File: src/sv/lpr_pkg.sv
// lpr_pkg: shared types and constants of the length-prefixed packet receiver
// used by lpr_ctrl, lpr_dp and length_prefixed_packet_receiver; no dependencies
`default_nettype none

package lpr_pkg;

	// result status codes
	localparam logic [1:0] STAT_DATA  = 2'd0;
	localparam logic [1:0] STAT_EMPTY = 2'd1;
	localparam logic [1:0] STAT_OVFL  = 2'd2;

	// frame type codes
	localparam logic [1:0] TYPE_EVENT = 2'd2;
	localparam int         TYPE_MAX   = 2;

	// byte positions inside a frame
	localparam int POS_LEN_LO  = 0;
	localparam int POS_LEN_HI  = 1;
	localparam int POS_TYPE    = 2;
	localparam int POS_CMD     = 3;
	localparam int POS_EVT_PAD = 4;
	localparam int POS_PAY     = 4;
	localparam int POS_EVT_PAY = 5;

	// length limits
	localparam int MIN_LEN     = 2;
	localparam int MIN_EVT_LEN = 3;
	localparam int HDR_LEN     = 2;
	localparam int HDR_EVT_LEN = 3;

	localparam logic [5:0] MAX_LENGTH_RST = 6'd50;

	// header word: payload count, command byte, frame type
	localparam int HDR_W = 16;

	typedef enum logic [2:0] {
		ST_IDLE = 3'b001,
		ST_LOAD = 3'b010,
		ST_SEND = 3'b100
	} state_t;

	// controller to datapath commands
	typedef struct packed {
		logic byte_step;
		logic pop_empty;
		logic pop_load;
		logic send_next;
	} ctl_cmd_t;

	// datapath to controller status
	typedef struct packed {
		logic count_zero;
		logic frame_ovf;
		logic out_last;
	} dp_stat_t;

endpackage

`default_nettype wire

File: src/sv/lpr_ctrl.sv
// lpr_ctrl: request sequencing of the packet receiver (idle, header load, send)
// depends on lpr_pkg; drives the handshake and issues commands to lpr_dp
`default_nettype none

module lpr_ctrl (
	input  wire               clk,
	input  wire               arst_n,
	input  wire               in_valid,
	input  wire               in_mode,
	input  wire               out_ready,
	input  lpr_pkg::dp_stat_t stat,
	output logic              in_ready,
	output logic              out_valid,
	output lpr_pkg::ctl_cmd_t cmd
);
	import lpr_pkg::*;

	state_t state_q;
	state_t state_d;
	logic   in_acc;
	logic   out_acc;

	// handshake and commands
	always_comb begin
		in_ready      = (state_q == ST_IDLE);
		out_valid     = (state_q == ST_SEND);
		in_acc        = in_valid & in_ready;
		out_acc       = out_ready & out_valid;
		cmd.byte_step = in_acc & ~in_mode;
		cmd.pop_empty = in_acc & in_mode & stat.count_zero;
		cmd.pop_load  = (state_q == ST_LOAD);
		cmd.send_next = out_acc;
	end

	// next state
	always_comb begin
		state_d = state_q;
		case (state_q)
			ST_IDLE: begin
				if (in_acc) begin
					if (in_mode)
						state_d = stat.count_zero ? ST_SEND : ST_LOAD;
					else if (stat.frame_ovf)
						state_d = ST_SEND;
				end
			end
			ST_LOAD: state_d = ST_SEND;
			ST_SEND: begin
				if (out_acc && stat.out_last)
					state_d = ST_IDLE;
			end
			default: state_d = ST_IDLE;
		endcase
	end

	always_ff @(posedge clk or negedge arst_n) begin
		if (!arst_n)
			state_q <= ST_IDLE;
		else
			state_q <= state_d;
	end

endmodule

`default_nettype wire

File: src/sv/lpr_dp.sv
// lpr_dp: frame parser, slot ring with header and payload memories, result register
// depends on lpr_pkg; commanded by lpr_ctrl
`default_nettype none

module lpr_dp #(
	parameter int SLOTS       = 8,
	parameter int MAX_PAYLOAD = 48
) (
	input  wire               clk,
	input  wire               arst_n,
	input  wire               cfg_we,
	input  wire  [5:0]        cfg_wdata,
	input  wire  [7:0]        rx_byte,
	input  lpr_pkg::ctl_cmd_t cmd,
	output lpr_pkg::dp_stat_t stat,
	output logic [1:0]        out_status,
	output logic [1:0]        out_type,
	output logic [7:0]        out_cmd,
	output logic [5:0]        out_len,
	output logic [5:0]        out_idx,
	output logic [7:0]        out_byte
);
	import lpr_pkg::*;

	localparam int DEPTH = SLOTS * MAX_PAYLOAD;
	localparam int AW    = $clog2(DEPTH);
	localparam int SW    = $clog2(SLOTS);
	localparam int CW    = $clog2(SLOTS + 1);
	localparam int POS_W = $clog2(MAX_PAYLOAD + 4);

	// memories
	logic [7:0]       pay_mem [DEPTH];
	logic [HDR_W-1:0] hdr_mem [SLOTS];

	// parser state
	logic [POS_W-1:0] pos_q;
	logic [7:0]       len_q;
	logic [1:0]       type_q;
	logic [7:0]       cmd_q;
	logic             broken_q;
	logic             lost_q;
	logic [5:0]       max_len_q;

	// ring state
	logic [SW-1:0]    wr_slot_q;
	logic [SW-1:0]    rd_slot_q;
	logic [AW-1:0]    wr_base_q;
	logic [AW-1:0]    rd_base_q;
	logic [CW-1:0]    count_q;

	// read side
	logic [HDR_W-1:0] hdr_q;
	logic [7:0]       rdata_q;

	// parser decode
	logic             is_evt;
	logic             full;
	logic             len_bad;
	logic             type_bad;
	logic             frame_end;
	logic             frame_ovf;
	logic             pay_wr;
	logic [POS_W-1:0] pay_idx;
	logic [AW-1:0]    waddr;
	logic [7:0]       cmd_now;
	logic [5:0]       n_pay;
	logic             ring_push;
	logic             ring_pop;
	logic             adv;
	logic [5:0]       idx_sel;
	logic [AW-1:0]    raddr;

	always_comb begin
		is_evt    = (type_q == TYPE_EVENT);
		full      = (count_q == CW'(SLOTS));
		len_bad   = (rx_byte != 8'd0) || (len_q < 8'(MIN_LEN))
		            || (len_q > {2'b00, max_len_q}) || (9'(len_q) > 9'(MAX_PAYLOAD + HDR_LEN));
		type_bad  = (rx_byte > 8'(TYPE_MAX))
		            || ((rx_byte == 8'(TYPE_EVENT)) && (len_q < 8'(MIN_EVT_LEN)));
		pay_idx   = pos_q - (is_evt ? POS_W'(POS_EVT_PAY) : POS_W'(POS_PAY));
		waddr     = wr_base_q + AW'(pay_idx);
		pay_wr    = cmd.byte_step && !broken_q && (pos_q >= POS_W'(POS_PAY))
		            && !(is_evt && (pos_q == POS_W'(POS_EVT_PAD))) && !full;
		frame_end = !broken_q && (pos_q >= POS_W'(POS_CMD))
		            && (9'(pos_q) >= (9'(len_q) + 9'd1));
		frame_ovf = frame_end && (full || lost_q);
		cmd_now   = (pos_q == POS_W'(POS_CMD)) ? rx_byte : cmd_q;
		n_pay     = len_q[5:0] - (is_evt ? 6'(HDR_EVT_LEN) : 6'(HDR_LEN));
		ring_push = cmd.byte_step && frame_end && !frame_ovf;
	end

	// status flags, ring pop, read address for the next payload byte and output byte select
	always_comb begin
		stat.count_zero = (count_q == '0);
		stat.frame_ovf  = frame_ovf;
		stat.out_last   = (out_status != STAT_DATA) || (out_len == 6'd0)
		                  || (out_idx == (out_len - 6'd1));
		ring_pop        = cmd.send_next && stat.out_last && (out_status == STAT_DATA);
		adv             = cmd.send_next && !stat.out_last;
		idx_sel         = adv ? (out_idx + 6'd1) : out_idx;
		raddr           = rd_base_q + AW'(idx_sel);
		out_byte        = ((out_status == STAT_DATA) && (out_len != 6'd0)) ? rdata_q : 8'd0;
	end

	// configuration register
	always_ff @(posedge clk or negedge arst_n) begin
		if (!arst_n)
			max_len_q <= MAX_LENGTH_RST;
		else if (cfg_we)
			max_len_q <= cfg_wdata;
	end

	// frame parser
	always_ff @(posedge clk or negedge arst_n) begin
		if (!arst_n) begin
			pos_q    <= '0;
			broken_q <= 1'b0;
			lost_q   <= 1'b0;
		end else if (cmd.byte_step) begin
			if (broken_q) begin
				broken_q <= 1'b0;
				pos_q    <= '0;
			end else begin
				pos_q <= pos_q + POS_W'(1);
				if (pos_q == POS_W'(POS_LEN_LO))
					lost_q <= 1'b0;
				else if (pos_q == POS_W'(POS_LEN_HI))
					broken_q <= len_bad;
				else if (pos_q == POS_W'(POS_TYPE))
					broken_q <= type_bad;
				else if ((pos_q >= POS_W'(POS_PAY))
				         && !(is_evt && (pos_q == POS_W'(POS_EVT_PAD))) && full)
					lost_q <= 1'b1;
				if (frame_end) begin
					pos_q  <= '0;
					lost_q <= 1'b0;
				end
			end
		end
	end

	// frame fields held while receiving
	always_ff @(posedge clk) begin
		if (cmd.byte_step && !broken_q) begin
			if (pos_q == POS_W'(POS_LEN_LO))
				len_q <= rx_byte;
			if ((pos_q == POS_W'(POS_TYPE)) && !type_bad)
				type_q <= rx_byte[1:0];
			if (pos_q == POS_W'(POS_CMD))
				cmd_q <= rx_byte;
		end
	end

	// slot ring pointers and fill count
	always_ff @(posedge clk or negedge arst_n) begin
		if (!arst_n) begin
			wr_slot_q <= '0;
			rd_slot_q <= '0;
			wr_base_q <= '0;
			rd_base_q <= '0;
			count_q   <= '0;
		end else begin
			if (ring_push) begin
				wr_slot_q <= (wr_slot_q == SW'(SLOTS - 1)) ? '0 : wr_slot_q + SW'(1);
				wr_base_q <= (wr_slot_q == SW'(SLOTS - 1)) ? '0 : wr_base_q + AW'(MAX_PAYLOAD);
				count_q   <= count_q + CW'(1);
			end
			if (ring_pop) begin
				rd_slot_q <= (rd_slot_q == SW'(SLOTS - 1)) ? '0 : rd_slot_q + SW'(1);
				rd_base_q <= (rd_slot_q == SW'(SLOTS - 1)) ? '0 : rd_base_q + AW'(MAX_PAYLOAD);
				count_q   <= count_q - CW'(1);
			end
		end
	end

	// payload memory, one write and one registered read
	always_ff @(posedge clk) begin
		if (pay_wr)
			pay_mem[waddr] <= rx_byte;
		rdata_q <= pay_mem[raddr];
	end

	// header memory, one write and one registered read
	always_ff @(posedge clk) begin
		if (ring_push)
			hdr_mem[wr_slot_q] <= {type_q, cmd_now, n_pay};
		hdr_q <= hdr_mem[rd_slot_q];
	end

	// result register
	always_ff @(posedge clk or negedge arst_n) begin
		if (!arst_n) begin
			out_status <= STAT_DATA;
			out_type   <= 2'd0;
			out_cmd    <= 8'd0;
			out_len    <= 6'd0;
			out_idx    <= 6'd0;
		end else if (cmd.pop_empty) begin
			out_status <= STAT_EMPTY;
			out_type   <= 2'd0;
			out_cmd    <= 8'd0;
			out_len    <= 6'd0;
			out_idx    <= 6'd0;
		end else if (cmd.byte_step && frame_ovf) begin
			out_status <= STAT_OVFL;
			out_type   <= type_q;
			out_cmd    <= cmd_now;
			out_len    <= n_pay;
			out_idx    <= 6'd0;
		end else if (cmd.pop_load) begin
			out_status <= STAT_DATA;
			out_type   <= hdr_q[15:14];
			out_cmd    <= hdr_q[13:6];
			out_len    <= hdr_q[5:0];
			out_idx    <= 6'd0;
		end else if (cmd.send_next) begin
			out_idx <= stat.out_last ? 6'd0 : out_idx + 6'd1;
		end
	end

endmodule

`default_nettype wire

File: src/sv/length_prefixed_packet_receiver.sv
// length_prefixed_packet_receiver: top level, joins lpr_ctrl and lpr_dp
// depends on lpr_pkg, lpr_ctrl, lpr_dp
//
// usage:
//  s_* channel takes one request at a time: s_tuser = 0 delivers a received
//    byte in s_tdata[7:0], s_tuser = 1 pops the oldest stored frame
//  m_* channel returns results; m_tuser is the status (data, empty, overflow),
//    m_tlast marks the final result of a request
//  received bytes give no result, except a completed frame that finds the ring
//    full, which gives one overflow result in the next cycle
//  an empty pop gives one result in the next cycle; a pop of a stored frame
//    loads its header from the header memory in the load state, then streams one payload
//    byte per cycle (registered payload memory read) while m_tready stays high
//  s_tready is low from an accepted request until its last result is taken;
//    a stalled m_tready holds the result and stalls new requests
//  cfg_we writes max_length from cfg_wdata; write only while idle
//  reset clears the ring and parser and sets max_length to 50; the frame
//    memories need no clearing pass
`default_nettype none

module length_prefixed_packet_receiver #(
	parameter int SLOTS       = 8,
	parameter int MAX_PAYLOAD = 48
) (
	input  wire         clk,
	input  wire         arst_n,
	input  wire         cfg_we,
	input  wire  [5:0]  cfg_wdata,   // max_length
	input  wire         s_tvalid,
	output logic        s_tready,
	input  wire  [7:0]  s_tdata,     // [7:0] rx_byte
	input  wire         s_tuser,     // [0] mode
	output logic        m_tvalid,
	input  wire         m_tready,
	output logic [31:0] m_tdata,     // [1:0] frame_type, [9:2] command_code,
	                                 // [15:10] payload_length, [21:16] byte_index,
	                                 // [29:22] payload_byte, [31:30] zero
	output logic [1:0]  m_tuser,     // [1:0] status
	output logic        m_tlast
);
	import lpr_pkg::*;

	ctl_cmd_t   cmd;
	dp_stat_t   stat;
	logic [1:0] out_status;
	logic [1:0] out_type;
	logic [7:0] out_cmd;
	logic [5:0] out_len;
	logic [5:0] out_idx;
	logic [7:0] out_byte;

	lpr_ctrl u_ctrl (
		.clk       (clk),
		.arst_n    (arst_n),
		.in_valid  (s_tvalid),
		.in_mode   (s_tuser),
		.out_ready (m_tready),
		.stat      (stat),
		.in_ready  (s_tready),
		.out_valid (m_tvalid),
		.cmd       (cmd)
	);

	lpr_dp #(
		.SLOTS       (SLOTS),
		.MAX_PAYLOAD (MAX_PAYLOAD)
	) u_dp (
		.clk        (clk),
		.arst_n     (arst_n),
		.cfg_we     (cfg_we),
		.cfg_wdata  (cfg_wdata),
		.rx_byte    (s_tdata),
		.cmd        (cmd),
		.stat       (stat),
		.out_status (out_status),
		.out_type   (out_type),
		.out_cmd    (out_cmd),
		.out_len    (out_len),
		.out_idx    (out_idx),
		.out_byte   (out_byte)
	);

	// result packing
	assign m_tdata = {2'b00, out_byte, out_idx, out_len, out_cmd, out_type};
	assign m_tuser = out_status;
	assign m_tlast = stat.out_last;

	// one request in flight: never ready for input while a result is shown
	a_one_request: assert property (@(posedge clk) disable iff (!arst_n)
		!(s_tready && m_tvalid))
		else $error("input ready while a result is pending");

	// empty and overflow results are single results
	a_single_result: assert property (@(posedge clk) disable iff (!arst_n)
		(m_tvalid && (m_tuser == STAT_EMPTY || m_tuser == STAT_OVFL)) |-> m_tlast)
		else $error("empty or overflow result not marked last");

	// payload index stays inside the popped frame
	a_index_range: assert property (@(posedge clk) disable iff (!arst_n)
		(m_tvalid && m_tuser == STAT_DATA && m_tdata[15:10] != 6'd0)
		|-> (m_tdata[21:16] < m_tdata[15:10]))
		else $error("byte index beyond payload length");

	// after the last result of a request the block returns to idle
	a_back_to_idle: assert property (@(posedge clk) disable iff (!arst_n)
		(m_tvalid && m_tready && m_tlast) |=> (s_tready && !m_tvalid))
		else $error("block not idle after last result");

endmodule

`default_nettype wire
File: config.mk
export PLATFORM = sky130hd
export DESIGN_NAME = length_prefixed_packet_receiver
export DESIGN_NICKNAME = d
export VERILOG_FILES = /design/src/sv/lpr_pkg.sv /design/src/sv/lpr_ctrl.sv /design/src/sv/lpr_dp.sv /design/src/sv/length_prefixed_packet_receiver.sv
export SDC_FILE = /design/constraint.sdc
export NUM_CORES = 2
export LEC_CHECK = 0
export BUFFER_PORTS_ARGS = -buffer_cell sky130_fd_sc_hd__buf_4
export CELL_PAD_IN_SITES_DETAIL_PLACEMENT = 0
export CELL_PAD_IN_SITES_GLOBAL_PLACEMENT = 2
export CORE_MARGIN = 2
export CORE_UTILIZATION = 35
export DETAILED_ROUTE_END_ITERATION = 8
export GPL_ROUTABILITY_DRIVEN = 0
export PLACE_DENSITY = 0.71
export SYNTH_ARGS = -nofsm -noshare
export SYNTH_HDL_FRONTEND = slang
export SYNTH_SLANG_ARGS = --single-unit
File: constraint.sdc
create_clock -name clk -period 6.3 [get_ports clk]
set_clock_uncertainty 0.15 [all_clocks]
set_input_delay 1.26 -clock clk [delete_from_list [all_inputs] [get_ports clk]]
set_output_delay 1.26 -clock clk [all_outputs]
set_load 0.05 [all_outputs]
==> results.md <==
* CTS tree: done
* Setup_tns at 0 ps
* Post-Synthesis Cell Area at 133000 µm²
* DRC viols at 0
* Logic pwr share at 0.054
* Count of cell types in the netlist at 97
* Core Util, Final at 0.414
* TritonCTS buffer count at 351
* Max_cap viols at 0
* Worst reg2reg endpoint: u_dp.rdata_q[0]
* Reg2Reg Setup Slack at 180 ps
* Critical path required time at 7010 ps
* Worst Hold End: u_dp.out_cmd[5]
* Core area at 379000 µm²
* Worst path most repeated cell: buf_4
* Startpoint Class: register
* #FFs+latches synth at 3303
* RSZ-0062 raised after global routing: false
* Crit Path Max Fanout at 34
* First-pass GRT wire length at 650 mm
* Drt total wl at 468 mm
* Die X at 620 µm
* Final Cell Area at 157000 µm²
* Root buffer cell: clkbuf_16
* Initial antenna violation count at 31
* Clock buffer depth at 4
* Die area at 385000 µm²
* Port bufs at 54
* Final nets at 9702
* Status: complete, no violations
* Hold Crit Start: u_dp.hdr_q[11]
* Synth area leaders: edfxtp_1, nand2_1, mux4_2
* DR vias at 84800
* Crit Path Class: reg2reg
* Count leader, synth: edfxtp_1
* Synth Warn # at 0
* Post-synth top area share at 0.727
* Drt wl/cell at 31.3 µm
* Ys flop type: edfxtp_1
* Area of placed instances at 146000 µm²
* Worst setup EP type: register
* Slew Limit Headroom at 0.0562
* CP max stage cell: a31oi_1
* Final setup violation count at 0
* Most frequent cells after synthesis: edfxtp_1, nand2_1, nor2_1
* Hold depth at 2
* Area Overhead vs Synth at 18.0%
* Site Rows at 226
* Period minus WS final at 6120 ps
* WP data arrival at 6830 ps
* Hold_ws at 293 ps
* Leading area contributor after synthesis: edfxtp_1
* FF-to-FF path depth at 17
* Switch share at 0.226
* CP top delay family: compound AO/OA/AOI/OAI gates
* Number of synthesized flops with an enable pin at 3218
* Worst-Skew Late Latency at 930 ps
* DRT iter0 DRCs at 12300
* Detail Placement HPWL at 294 mm
* Largest net degree at the start of global routing at 171
* Clock group share of total power at 0.432
* Final period util at 0.971
* Psw at 10.7 mW
* Max Transition Viols Final at 0
* Buf+Inv Stages, Crit Path at 5
* Share of cells above drive strength 1 at 0.193
* Clk slew on worst S/H paths at 60 ps
* I/O pin count at 57
* Via/cell ratio at 5.67
* Async S/R FF share, synth at 0.0185
* Starting Density at 0.351
* Max Freq at 0.163 GHz
* CP Cell Sequence: or3_4 > or4_4 > a211oi_4 > buf_4 > o21ai_4 > buf_12 > nand2_4 > buf_12 > buf_4 > buf_4 > nand2_1 > a31oi_1 > a22oi_1 > a21oi_1 > o21ai_0 > and4_1 > a211oi_1
* H-tree Lvls at 5
* Clock sinks at 3303
* Peak supply drop at 202 µV
* Gr usage total at 0.238
* Slowest stage delay, CP at 640 ps
* Static Leak at 53.1 nW
* Cells after synthesis at 8833
* Min-delay worst type: reg2reg
* FF-to-FF Start: u_dp.out_len[3]
* Total power at 47.3 mW
* Die Ht at 620 µm
* Sequential-to-total area share from yosys stat at 0.742
* Pwr dens at 301 nW/µm²
* DRT Pass-1 Iters at 8
* Worst slew pin tran at 1410 ps
* Seq pwr share at 0.514
* Int Power at 36.6 mW
* Number of global-route vias before repair at 81700
* Fin. Hold Viols at 0
* Antenna Nets Post-Route at 0
* Mean post-synth cell area at 15.0 µm²
* GRT Residual Overflow at 0
power groups by stage:
stage	registers (mW)	clock network (mW)	logic [mW]
2_1_floorplan	24.7	0	0.867
3_3_place_gp	24.7	0	2.46
3_5_place_dp	24.7	0	2.49
4_1_cts	24.3	20.7	2.50
5_1_grt	24.3	21.5	2.62
6_report	24.3	20.4	2.55
kinds of logic (layout without fill, tap and decap cells):
logic type                 Yosys count  count (layout)  share of synthesized area
and+or+nand+nor                   3167            3168                      0.103
AOI/OAI and AO/OA                 1141            1141                     0.0621
adders and majority gates           41              41                    0.00392
DFF                               3303            3303                      0.742
buffers and inverters              635            1716                     0.0246
muxes                              506             506                     0.0616
xor gates and xnor gates            39              39                    0.00263
other                                1              15                  0.0000282
layout by cell type, fill, tap and decap left out, drive strengths merged, types with 30 or more instances in the layout:
master  count
edfxtp   3218
nand2    1731
buf      1055
nor2      484
nand3     480
clkbuf    431
and3      285
mux4      247
a211oi    244
mux2i     229
a31oi     222
a311oi    154
clkinv    152
a21oi     103
o21ai     100
a32oi      76
dfrtp      57
o22ai      54
inv        43
nand4      42
ha         40
nor3       39
mux2       30
bufinv     30
area by class of cell:
class,count,area (µm²)
fill,34100,222000
timing repair buffer,1055,9170
multi-input combinational,4899,31400
tap,5016,6280
sequential,3303,98600
inverter,31,121
clock buffer,431,9310
antenna,11,27.5
clock inverter,199,1870
stage by stage:
| stage | worst slack (ps) | std cells |
|---|---|---|
| 2_1_floorplan | 364 | 8836 |
| 3_3_place_gp | -419 | 14300 |
| 3_5_place_dp | -228 | 14300 |
| 4_1_cts | 24.0 | 14900 |
| 5_1_grt | 23.6 | 14900 |
| 6_report | 180 | 14900 |
routing by layer:
layer | part of all wire | global-route usage | up-vias
met4 | 0.045 | 0.0950 | 10
met2 | 0.45 | 0.371 | 4437
met5 | 0.00013 | 0 | -
met3 | 0.099 | 0.0512 | 812
met1 | 0.40 | 0.324 | 43900
li1 | - | - | 35700
worst min-delay path, stage by stage, from the launching register on:
cell     delay, ps
dfxtp_1        290
nand2_1         50
a31oi_1         70
worst max-delay path by stage:
stage	slack, ps	from	endpoint	cells after the start
global placement	-420	m_tready	u_dp.rdata_q[1]	17
floorplan	360	u_dp.out_len[0]	u_dp.rdata_q[1]	21
finish	180	u_dp.out_len[3]	u_dp.rdata_q[0]	17
CTS	20	u_dp.out_len[3]	u_dp.rdata_q[6]	16
global route	20	u_dp.out_len[3]	u_dp.rdata_q[4]	19
detailed placement	-230	m_tready	u_dp.rdata_q[3]	15
flip-flops by register name (all words and copies together), names as in the netlist, 4 cells and up:
| signal | flops |
|---|---|
| u_dp.cmd_q | 8 |
| u_dp.count_q | 4 |
| u_dp.hdr_mem | 128 |
| u_dp.hdr_q | 16 |
| u_dp.len_q | 8 |
| u_dp.max_len_q | 6 |
| u_dp.out_cmd | 8 |
| u_dp.out_idx | 6 |
| u_dp.out_len | 6 |
| u_dp.pay_mem | 3072 |
| u_dp.pos_q | 6 |
| u_dp.rd_base_q | 5 |
| u_dp.rdata_q | 8 |
| u_dp.wr_base_q | 5 |
repair_timing:
action,CTS,global route
buffers inserted,0,4
cloned,0,1
hold buffers,0,0
gates resized for setup,1,3
setup endpoints to repair,1,4
(Power assumes the default switching activity.)
